<file path="src/rtl/ccc_pkg.sv">
// Shared widths, codes and handshake types for the color filter cycle classifier.
package ccc_pkg;

  // Field widths
  localparam int unsigned COUNT_W     = 16;
  localparam int unsigned RATIO_W     = 26;
  localparam int unsigned RATIO_SHIFT = 10;
  localparam int unsigned CH_W        = 2;
  localparam int unsigned CLASS_W     = 3;
  localparam int unsigned CFG_IDX_W   = 2;
  localparam int unsigned CFG_DATA_W  = RATIO_W;

  // Threshold plus one, and the product of that with a clear count
  localparam int unsigned LIM_W  = RATIO_W + 1;
  localparam int unsigned PROD_W = LIM_W + COUNT_W;

  // Shift-add step counter: one step per multiplier bit
  localparam int unsigned STEP_W = $clog2(COUNT_W);
  localparam logic [STEP_W-1:0] STEP_LAST = STEP_W'(COUNT_W - 1);

  // Register indexes
  localparam logic [CFG_IDX_W-1:0] REG_CLEAR_MIN = 2'd0;
  localparam logic [CFG_IDX_W-1:0] REG_RED_MIN   = 2'd1;
  localparam logic [CFG_IDX_W-1:0] REG_GREEN_MIN = 2'd2;
  localparam logic [CFG_IDX_W-1:0] REG_BLUE_MIN  = 2'd3;

  // Filter channels
  localparam logic [CH_W-1:0] CH_CLEAR = 2'd0;
  localparam logic [CH_W-1:0] CH_RED   = 2'd1;
  localparam logic [CH_W-1:0] CH_GREEN = 2'd2;
  localparam logic [CH_W-1:0] CH_BLUE  = 2'd3;

  // Color class bits and the black class
  localparam logic [CLASS_W-1:0] CLASS_BLACK = 3'd0;
  localparam logic [CLASS_W-1:0] CLASS_RED   = 3'd1;
  localparam logic [CLASS_W-1:0] CLASS_BLUE  = 3'd2;
  localparam logic [CLASS_W-1:0] CLASS_GREEN = 3'd4;

  // Request to the multiply-compare unit
  typedef struct packed {
    logic                 start;
    logic [LIM_W-1:0]     lim_p1;   // threshold + 1
    logic [COUNT_W-1:0]   clear;    // clear count, nonzero
    logic [RATIO_W-1:0]   num;      // color count << 10
  } mc_cmd_t;

  // Answer from the multiply-compare unit
  typedef struct packed {
    logic done;    // one-cycle pulse
    logic above;   // num >= lim_p1 * clear
  } mc_stat_t;

endpackage

</file>
<file path="src/rtl/ccc_mulcmp.sv">
// Shift-add multiplier with a final compare: decides floor(num/clear) > limit.
module ccc_mulcmp (
  input  logic              clk_i,
  input  logic              rst_ni,
  input  ccc_pkg::mc_cmd_t  cmd_i,
  output ccc_pkg::mc_stat_t stat_o
);
  import ccc_pkg::*;

  typedef enum logic [1:0] {MC_IDLE, MC_MUL, MC_CMP} mc_state_e;

  mc_state_e            state_q, state_d;
  logic [PROD_W-1:0]    mcand_q, mcand_d;
  logic [COUNT_W-1:0]   mplier_q, mplier_d;
  logic [PROD_W-1:0]    acc_q, acc_d;
  logic [RATIO_W-1:0]   num_q, num_d;
  logic [STEP_W-1:0]    cnt_q, cnt_d;
  logic                 done_q, done_d;
  logic                 above_q, above_d;
  logic [PROD_W-1:0]    acc_sum;

  // The one shared adder: accumulate the shifted multiplicand when the bit is set
  assign acc_sum = acc_q + (mplier_q[0] ? mcand_q : '0);

  always_comb begin
    state_d  = state_q;
    mcand_d  = mcand_q;
    mplier_d = mplier_q;
    acc_d    = acc_q;
    num_d    = num_q;
    cnt_d    = cnt_q;
    done_d   = 1'b0;
    above_d  = above_q;
    case (state_q)
      MC_IDLE: begin
        if (cmd_i.start) begin
          mcand_d  = {{COUNT_W{1'b0}}, cmd_i.lim_p1};
          mplier_d = cmd_i.clear;
          acc_d    = '0;
          num_d    = cmd_i.num;
          cnt_d    = '0;
          state_d  = MC_MUL;
        end
      end
      MC_MUL: begin
        acc_d    = acc_sum;
        mcand_d  = mcand_q << 1;
        mplier_d = mplier_q >> 1;
        cnt_d    = cnt_q + 1'b1;
        if (cnt_q == STEP_LAST) begin
          state_d = MC_CMP;
        end
      end
      MC_CMP: begin
        // floor(num/clear) > limit  <=>  num >= (limit+1) * clear
        above_d = {{(PROD_W-RATIO_W){1'b0}}, num_q} >= acc_q;
        done_d  = 1'b1;
        state_d = MC_IDLE;
      end
      default: begin
        state_d = MC_IDLE;
      end
    endcase
  end

  always_ff @(posedge clk_i or negedge rst_ni) begin
    if (!rst_ni) begin
      state_q  <= MC_IDLE;
      done_q   <= 1'b0;
      above_q  <= 1'b0;
      cnt_q    <= '0;
      mcand_q  <= '0;
      mplier_q <= '0;
      acc_q    <= '0;
      num_q    <= '0;
    end else begin
      state_q  <= state_d;
      done_q   <= done_d;
      above_q  <= above_d;
      cnt_q    <= cnt_d;
      mcand_q  <= mcand_d;
      mplier_q <= mplier_d;
      acc_q    <= acc_d;
      num_q    <= num_d;
    end
  end

  assign stat_o.done  = done_q;
  assign stat_o.above = above_q;

endmodule

</file>
<file path="src/rtl/color_filter_cycle_classifier_core.sv">
// Top level: channel counting, filter select and ratio color classification.
//
// Each accepted item is a reading of a free-running 16-bit pulse counter. The
// difference from the previous reading is stored as the count of the filter
// channel now selected, the channel advances round-robin (clear, red, green,
// blue) and the select lines for the next channel come out with the result.
// The color class is found by one shared 16-step shift-add multiplier that
// tests count*1024 >= (threshold+1)*clear for red, green and blue in turn.
// An item goes from the check state through a start and a wait state per
// color to the done state, and its result is moved to the output register
// before the next item is taken. When the clear count is zero or below
// clear_min the class is black and the check state goes straight to done.
// Input stall is high while an item is in work; a finished result waits in
// the output register, so the next item can be taken while it is unread.
module color_filter_cycle_classifier_core (
  input  logic                            clk_i,
  input  logic                            rst_ni,
  // Configuration writes
  input  logic                            cfg_we_i,
  input  logic [ccc_pkg::CFG_IDX_W-1:0]   cfg_idx_i,
  input  logic [ccc_pkg::CFG_DATA_W-1:0]  cfg_data_i,
  // Input items
  input  logic                            in_valid_i,
  output logic                            in_stall_o,
  input  logic [ccc_pkg::COUNT_W-1:0]     counter_reading_i,
  // Result items
  output logic                            out_valid_o,
  input  logic                            out_stall_i,
  output logic [ccc_pkg::COUNT_W-1:0]     measured_count_o,
  output logic [ccc_pkg::CH_W-1:0]        closed_channel_o,
  output logic                            select_s2_o,
  output logic                            select_s3_o,
  output logic [ccc_pkg::CLASS_W-1:0]     color_class_o
);
  import ccc_pkg::*;

  typedef enum logic [2:0] {S_IDLE, S_CHECK, S_START, S_WAIT, S_DONE} state_e;

  // Configuration registers
  logic [COUNT_W-1:0] clear_min_q;
  logic [RATIO_W-1:0] red_min_q;
  logic [RATIO_W-1:0] green_min_q;
  logic [RATIO_W-1:0] blue_min_q;

  always_ff @(posedge clk_i or negedge rst_ni) begin
    if (!rst_ni) begin
      clear_min_q <= '0;
      red_min_q   <= '0;
      green_min_q <= '0;
      blue_min_q  <= '0;
    end else if (cfg_we_i) begin
      case (cfg_idx_i)
        REG_CLEAR_MIN: clear_min_q <= cfg_data_i[COUNT_W-1:0];
        REG_RED_MIN:   red_min_q   <= cfg_data_i;
        REG_GREEN_MIN: green_min_q <= cfg_data_i;
        REG_BLUE_MIN:  blue_min_q  <= cfg_data_i;
        default: ;
      endcase
    end
  end

  // Sequencer state
  state_e             state_q, state_d;
  logic [COUNT_W-1:0] prev_q, prev_d;
  logic [CH_W-1:0]    chan_q, chan_d;
  logic [COUNT_W-1:0] counts_q [4];
  logic [COUNT_W-1:0] counts_d [4];
  logic [CH_W-1:0]    color_q, color_d;     // 0 red, 1 green, 2 blue
  logic [CLASS_W-1:0] cls_q, cls_d;
  // Working copy of this item's fields
  logic [COUNT_W-1:0] meas_q, meas_d;
  logic [CH_W-1:0]    closed_q, closed_d;
  // Output register
  logic               out_valid_q, out_valid_d;
  logic [COUNT_W-1:0] out_meas_q, out_meas_d;
  logic [CH_W-1:0]    out_closed_q, out_closed_d;
  logic               out_s2_q, out_s2_d;
  logic               out_s3_q, out_s3_d;
  logic [CLASS_W-1:0] out_cls_q, out_cls_d;

  mc_cmd_t            mc_cmd;
  mc_stat_t           mc_stat;
  logic [RATIO_W-1:0] lim_sel;
  logic [CLASS_W-1:0] cls_bit;
  logic [CH_W-1:0]    color_ch;
  logic [CH_W-1:0]    next_ch;
  logic               in_accept;
  logic               last_color;

  assign in_accept  = in_valid_i && (state_q == S_IDLE);
  assign next_ch    = closed_q + 1'b1;
  assign last_color = (color_q == 2'd2);

  // Threshold, channel and class bit of the color under test
  always_comb begin
    case (color_q)
      2'd0: begin
        lim_sel  = red_min_q;
        color_ch = CH_RED;
        cls_bit  = CLASS_RED;
      end
      2'd1: begin
        lim_sel  = green_min_q;
        color_ch = CH_GREEN;
        cls_bit  = CLASS_GREEN;
      end
      default: begin
        lim_sel  = blue_min_q;
        color_ch = CH_BLUE;
        cls_bit  = CLASS_BLUE;
      end
    endcase
  end

  assign mc_cmd.start  = (state_q == S_START);
  assign mc_cmd.lim_p1 = {1'b0, lim_sel} + LIM_W'(1);
  assign mc_cmd.clear  = counts_q[CH_CLEAR];
  assign mc_cmd.num    = {counts_q[color_ch], {RATIO_SHIFT{1'b0}}};

  ccc_mulcmp u_mulcmp (
    .clk_i  (clk_i),
    .rst_ni (rst_ni),
    .cmd_i  (mc_cmd),
    .stat_o (mc_stat)
  );

  // Next-state logic
  always_comb begin
    state_d      = state_q;
    prev_d       = prev_q;
    chan_d       = chan_q;
    counts_d     = counts_q;
    color_d      = color_q;
    cls_d        = cls_q;
    meas_d       = meas_q;
    closed_d     = closed_q;
    out_valid_d  = out_valid_q && out_stall_i;
    out_meas_d   = out_meas_q;
    out_closed_d = out_closed_q;
    out_s2_d     = out_s2_q;
    out_s3_d     = out_s3_q;
    out_cls_d    = out_cls_q;
    case (state_q)
      S_IDLE: begin
        if (in_accept) begin
          meas_d           = counter_reading_i - prev_q;
          counts_d[chan_q] = counter_reading_i - prev_q;
          closed_d         = chan_q;
          prev_d           = counter_reading_i;
          chan_d           = chan_q + 1'b1;
          color_d          = '0;
          cls_d            = CLASS_BLACK;
          state_d          = S_CHECK;
        end
      end
      S_CHECK: begin
        // Zero or dim clear channel: black, no ratios
        if (counts_q[CH_CLEAR] == '0 || counts_q[CH_CLEAR] < clear_min_q) begin
          state_d = S_DONE;
        end else begin
          state_d = S_START;
        end
      end
      S_START: begin
        state_d = S_WAIT;
      end
      S_WAIT: begin
        if (mc_stat.done) begin
          if (mc_stat.above) begin
            cls_d = cls_q | cls_bit;
          end
          if (last_color) begin
            state_d = S_DONE;
          end else begin
            color_d = color_q + 1'b1;
            state_d = S_START;
          end
        end
      end
      S_DONE: begin
        // Hand over once the output register is free
        if (!out_valid_q || !out_stall_i) begin
          out_valid_d  = 1'b1;
          out_meas_d   = meas_q;
          out_closed_d = closed_q;
          out_s2_d     = !next_ch[0];
          out_s3_d     = next_ch[1];
          out_cls_d    = cls_q;
          state_d      = S_IDLE;
        end
      end
      default: begin
        state_d = S_IDLE;
      end
    endcase
  end

  always_ff @(posedge clk_i or negedge rst_ni) begin
    if (!rst_ni) begin
      state_q      <= S_IDLE;
      prev_q       <= '0;
      chan_q       <= CH_CLEAR;
      counts_q     <= '{default: '0};
      color_q      <= '0;
      cls_q        <= CLASS_BLACK;
      meas_q       <= '0;
      closed_q     <= CH_CLEAR;
      out_valid_q  <= 1'b0;
      out_meas_q   <= '0;
      out_closed_q <= CH_CLEAR;
      out_s2_q     <= 1'b0;
      out_s3_q     <= 1'b0;
      out_cls_q    <= CLASS_BLACK;
    end else begin
      state_q      <= state_d;
      prev_q       <= prev_d;
      chan_q       <= chan_d;
      counts_q     <= counts_d;
      color_q      <= color_d;
      cls_q        <= cls_d;
      meas_q       <= meas_d;
      closed_q     <= closed_d;
      out_valid_q  <= out_valid_d;
      out_meas_q   <= out_meas_d;
      out_closed_q <= out_closed_d;
      out_s2_q     <= out_s2_d;
      out_s3_q     <= out_s3_d;
      out_cls_q    <= out_cls_d;
    end
  end

  assign in_stall_o       = (state_q != S_IDLE);
  assign out_valid_o      = out_valid_q;
  assign measured_count_o = out_meas_q;
  assign closed_channel_o = out_closed_q;
  assign select_s2_o      = out_s2_q;
  assign select_s3_o      = out_s3_q;
  assign color_class_o    = out_cls_q;

endmodule

</file>
<file path="config.mk">
export PLATFORM = sky130hd
export DESIGN_NAME = color_filter_cycle_classifier_core
export DESIGN_NICKNAME = d
export VERILOG_FILES = /design/src/rtl/ccc_pkg.sv /design/src/rtl/ccc_mulcmp.sv /design/src/rtl/color_filter_cycle_classifier_core.sv
export SDC_FILE = /design/constraint.sdc
export NUM_CORES = 1
export LEC_CHECK = 0
export BUFFER_PORTS_ARGS = -buffer_cell sky130_fd_sc_hd__buf_2
export CAP_MARGIN = 25
export CORE_MARGIN = 5
export CORE_UTILIZATION = 26
export DETAILED_ROUTE_END_ITERATION = 7
export SYNTH_ARGS = -nofsm -noshare
export SYNTH_HDL_FRONTEND = slang
export SYNTH_HIERARCHICAL = 1
export SYNTH_SLANG_ARGS = --single-unit
</file>
<file path="constraint.sdc">
create_clock -name clk_i -period 9.15 [get_ports clk_i]
set_clock_uncertainty 0.15 [all_clocks]
set_input_delay 0 -clock clk_i [delete_from_list [all_inputs] [get_ports clk_i]]
set_output_delay 0 -clock clk_i [all_outputs]
set_load 0.1 [all_outputs]
</file>
* After elaboration in Yosys (flattened, before gate mapping) *
Index checks and enable logic that the tools add are counted.

storage, ports and cells
  register bits after elaboration = 352
  word-level logic and storage cells = 129

cells by class
  add/sub/neg operators = 7
  order comparisons = 5
  equal/unequal tests = 19
  multiplexer cells = 38
  bitwise logic cells = 3
  reduce and logical (&&, ||, !) cells = 28

operator list
  operator               number
  $pmux 43 s2            2
  $mux 43                3
  $bwmux 64              1
  $mux 16                4
  $pmux 26 s2            1
  $add 43x43->43         1
  $ge 26x43->1           1
  $bmux 16 s2            1
  $demux 16 s2           1
  $pmux 16 s2            1
  $add 26x1->27 const B  1
  $mux 3                 8
  $reduce_and 2->1       9
  $logic_not 16->1       1
  $lt 16x16->1           1
  $sub 16x16->16         1
  $pmux 3 s5             1
  $pmux 2 s2             3
  $pmux 3 s2             2
  $mux 2                 5
  $eq 2x2->1 const B     4
  $ne 2x2->1 const B     4
  $pmux 4 s2             1
  $reduce_and 4->1       2
  22 further kinds       41

* Logic depth before layout (Yosys ltp) *
  word-level depth = 6
  mapped depth = 14
  depth with buffers taken out = 13

* Cells and area by module *
Netlist, hierarchy kept.

by module, submodules not included
  module                              instances  cells an instance  area an instance (um2)
  color_filter_cycle_classifier_core  1          1,007              11,096.9
  ccc_mulcmp                          1          1,001              8,466.9

* Least setup slack after synthesis *
Ideal clock, no wire load.

  path type = register to register
  from = register u_mulcmp.mplier_q[0]
  to = register u_mulcmp.acc_q[42]
  setup time = 0.126 ns
  arrival time = 2.914 ns
  data required time = 8.874 ns
  path slack = 5.959 ns
  stages on the path, launching flop included = 15
  buffers on the path = 2
  period minus slack after synthesis = 3.191 ns
  cell sequence = dfrtp_1 -> clkbuf_1 -> and2_1 -> ha_1 -> buf_6 -> a21o_1 -> o21bai_4 -> a211oi_2 -> nor3_1 -> a211oi_2 -> a21oi_1 -> o31ai_1 -> nand2b_1 -> xor2_1 -> a311o_1

between the ends
  longest elaborated chain between the ends = 3

ends and longest elaborated chain
  what                    RTL line          RTL
  from (decl)             ccc_mulcmp.sv:14  logic [COUNT_W-1:0] mplier_q, mplier_d;
  from (signal assigned)  ccc_mulcmp.sv:82  mplier_q <= mplier_d;
  $mux 43                 ccc_mulcmp.sv:23  assign acc_sum = acc_q + (mplier_q[0] ? mcand_q : '0);
  $add 43x43->43          ccc_mulcmp.sv:23
  $pmux 43 s2             ccc_mulcmp.sv:34  case (state_q)
  to (signal assigned)    ccc_mulcmp.sv:74  acc_q <= '0;
  to (signal assigned)    ccc_mulcmp.sv:83  acc_q <= acc_d;
  to (decl)               ccc_mulcmp.sv:15  logic [PROD_W-1:0] acc_q, acc_d;

No other way between the ends.
A chain may end at the register's enable or synchronous reset.

* Worst setup path after layout *
Ends and elaborated chain as after synthesis.

==> results.toml <==
[clock_network]
cts_root_buffer = "clkbuf_16"
cts_setup_buffers = 0
cts_tree = "built"
cts.path.max_buffers = 3
cts_num_sinks = 361
clock_latency_ps = 580
cts.htree.levels = 2
clk_pin_slew_ps = 60
cts_made_buffers = 42

[worst_setup_path]
r2r_slack_ps = 5050
worstPathCellList = "buf_4 > and2_1 > ha_1 > fa_1 > a21oi_1 > nor2_1 > o2111ai_1 > a311oi_1 > o2111ai_1 > a21oi_1 > o31ai_1 > nand2b_1 > xor2_1 > a311o_1"
crit_type = "reg2reg"
cp.arrival_ps = 4370
required_ps = 9420
endpoint_kind = "register"
reg2reg_to = "u_mulcmp/acc_q[42]"
start_kind = "register"
slowest_stage = "dfrtp_1"
critPathMaxStageDelay_ps = 610
crit_family = "compound AO/OA/AOI/OAI gates"
worst-path-buf-inv = 1
path_max_fanout = 23
worstRegToRegCells = 14
r2r-start = "u_mulcmp/mplier_q[0]"

[die]
rows = 100
start_util_pct = 26.2
pin_count = 74
die_w_um = 284
die_area_um2 = 80800
core_um2 = 74600
die_h_um = 284

[place]
dp.cells = 2977
io_buffers = 73
hpwlAfterDp_mm = 34.0
gp_congestion = 0.867
place_area_um2 = 21000
place_ws_ps = 5090

[layout]
antenna_cells = 0
nFillCells = 7710
nets = 2268
final_area_um2 = 23100
area_delta_synth_final_pct = 18.2
fin_cells = 3110
drive_above_1_share_pct = 15.4

[timing]
whs_ps = 42.9
finalCriticalPeriod_ps = 4100
setup_tns_ps = 0
relSlewSlack_pct = 34.2
maxSlewViolCount = 0
max_freq_mhz = 244
finalWorstSetupSlack_ps = 5050
tightest_slew_ps = 987
rsz0062_at_grt = "no"
hold_violations = 0
fin_crit_sh_pct = 44.9
setup_viol_count_final = 0

[global_route]
grt.total_usage_pct = 12.0
grt_first_pass_wirelength_mm = 80.9
antenna_found_initial = 0
globalRouteOverflowTotal = 0
grt_pass1_vias = 14452
grt_max_degree = 166

[yosys]
synthAdderAreaFrac_pct = 7.18
synth.avg_cell_area_um2 = 9.74
synth_compound_area_share_pct = 15.6
synthMuxAreaShare_pct = 8.33
synthDistinctLibCells = 80
synth.cell_area_um2 = 19600
synth-xor-area-share_pct = 3.31
synth_warnings = 6
syn-instance-count = 2008
synth_top_family_by_area = "simple AND/OR/NAND/NOR gates"
ys_ff_latch = 361
synth-seq-area-share_pct = 46.2
ys_dominant_reg_cell = "dfrtp_1"
async_flop_share_pct = 100
synth_simple_gate_area_share_pct = 15.7
synth_edf_count = 0

[route]
ant_nets = 0
wl_mm = 49.6
vias = 14940
drt-initial-drc-count = 1093
drc_errors = 0
drt_pre_antenna_iters = 7
avgViaCountPerCell = 4.80
wl_per_cell_um = 15.9

[min_path]
hold_path_class = "in2reg"
worst_hold_path.num_cells = 4
min_to = "prev_q[3]"
min_from = "counter_reading_i[3]"

[power_and_ir_drop]
powerDensity_nw_per_um2 = 388
swShare_pct = 43.6
p_sw_uw = 3910
pwr-share-clk_pct = 19.8
p_comb_share_pct = 49.8
p_leak_uw = 0.0103
vdd_ir_drop_max_mv = 0.323
intPower_uw = 5050
p_seq_share_pct = 30.3

[run]
maxCapViolations = 0

[run_status]
status = "finished clean"
==> metrics by stage <==
stage	power [uW]	utilization, %
4_1_cts	9030	30.9
3_3_place_gp	7120	28.1
5_1_grt	9690	31.0
2_1_floorplan	6050	-
3_5_place_dp	7180	28.2
6_report	8960	31.0
==> routing by layer <==
layer  global-route usage [%]  part of all wire (%)  vias up
li1                         -                     -     7294
met1                     17.1                    47     7276
met4                     3.61                   2.5        0
met3                     1.82                   4.2       77
met2                     19.0                    46      293
met5                        0                     0        -
==> cell families after synthesis <==
group / after synthesis
AND/OR/NAND/NOR: 655
AO/OA/AOI/OAI: 495
flip-flops: 361
buffers and inverters: 182
multiplexers: 129
adder cells (fa/ha/maj): 111
XOR/XNOR: 74
other: 1
==> worst min-delay path: stages <==
cell,delay (ps)
dlygate4sd3_1,520
buf_2,110
nand2_1,40
o21ai_0,60
==> repair_timing <==
action / in CTS / in global routing
gates resized for setup: 0 / 0
hold buffers: 54 / 0
hold endpoints to repair: 448 / 0
==> cells in the final DEF, fill, tap and decap left out, types with 6 or more instances in the layout <==
master and n:
o31ai_1 15, a22oi_1 7, nand4_1 20, buf_4 22
a22o_1 19, dfrtp_1 361, nor2b_1 14, conb_1 10
nand2_1 296, a21oi_1 91, mux2_2 111, nand3_1 35
a21o_1 41, clkbuf_8 16, and2_1 53, inv_1 75
nand2b_1 7, xnor2_1 40, a211oi_1 8, nor2_1 135
o211ai_1 6, nor3b_1 10, xor2_1 34, a31oi_1 13
nor3_1 15, dlygate4sd3_1 53, mux4_2 16, buf_2 72
clkbuf_1 6, nor4_1 11, clkbuf_16 42, nand3b_1 6
o2111ai_1 6, ha_1 109, o21bai_1 8, o21a_1 9
o22ai_1 56, o21ai_0 177
==> power groups by stage <==
stage	logic [uW]	clock network (uW)	registers (uW)
after floorplan	3180	0	2870
after global placement	4380	0	2730
after detailed placement	4440	0	2740
after CTS	4480	1820	2720
after global routing	5000	1890	2790
final	4470	1780	2720
==> state kept, by name, indices dropped and copies added (netlist names), 2 cells and up <==
signal and count:
blue_min_q 26, chan_q 2, clear_min_q 16, closed_channel_o 2, closed_q 2, cls_q 3, color_class_o 3, color_q 2
counts_q 64, green_min_q 26, meas_q 16, measured_count_o 16, prev_q 16, red_min_q 26, state_q 3, u_mulcmp/acc_q 43
u_mulcmp/cnt_q 4, u_mulcmp/mcand_q 43, u_mulcmp/mplier_q 16, u_mulcmp/num_q 26, u_mulcmp/state_q 2
==> cells in the mapped netlist (5+ instances only) <==
cell type | number | area [um2]
a211o_1 | 5 | 43.8
a211oi_1 | 8 | 60.1
a21o_1 | 41 | 308
a21oi_1 | 91 | 455
a22o_1 | 19 | 166
a22oi_1 | 7 | 52.6
a31oi_1 | 13 | 81.3
and2_1 | 53 | 332
and3_1 | 5 | 31.3
and4_1 | 5 | 43.8
buf_1 | 10 | 37.5
buf_2 | 8 | 40.0
clkbuf_1 | 84 | 315
dfrtp_1 | 361 | 9030
ha_1 | 109 | 1360
inv_1 | 75 | 282
mux2_2 | 111 | 1250
mux4_2 | 16 | 360
nand2_1 | 298 | 1120
nand2b_1 | 8 | 50.1
nand3_1 | 35 | 175
nand3b_1 | 6 | 45.0
nand4_1 | 20 | 125
nor2_1 | 135 | 507
nor2b_1 | 15 | 93.8
nor3_1 | 15 | 75.1
nor3b_1 | 11 | 82.6
nor4_1 | 11 | 68.8
o2111ai_1 | 6 | 52.6
o211ai_1 | 6 | 45.0
o21a_1 | 9 | 67.6
o21ai_0 | 177 | 886
o21bai_1 | 8 | 60.1
o22ai_1 | 56 | 350
o31ai_1 | 15 | 113
or2_2 | 5 | 31.3
xnor2_1 | 40 | 350
xor2_1 | 34 | 298
==> layout make-up <==
cell class	count	area, um2	share of cell area, %
clock inverters	13	199	0.860
flip-flops and latches	361	9030	39.1
repair buffers	154	1230	5.31
clock buffers	64	1290	5.60
multi-input cells	1474	9870	42.7
well taps	969	1210	5.24
inverters	75	282	1.22
==> worst max-delay path by stage <==
stage | cells after the start | end | start
global placement | 14 | u_mulcmp/acc_q[42] | u_mulcmp/mplier_q[0]
floorplan | 14 | u_mulcmp/acc_q[42] | u_mulcmp/mplier_q[0]
global route | 14 | u_mulcmp/acc_q[42] | u_mulcmp/mplier_q[0]
detailed placement | 14 | u_mulcmp/acc_q[42] | u_mulcmp/mplier_q[0]
CTS | 14 | u_mulcmp/acc_q[42] | u_mulcmp/mplier_q[0]
finish | 14 | u_mulcmp/acc_q[42] | u_mulcmp/mplier_q[0]
Note: power is estimated with default switching activity, not from simulation.
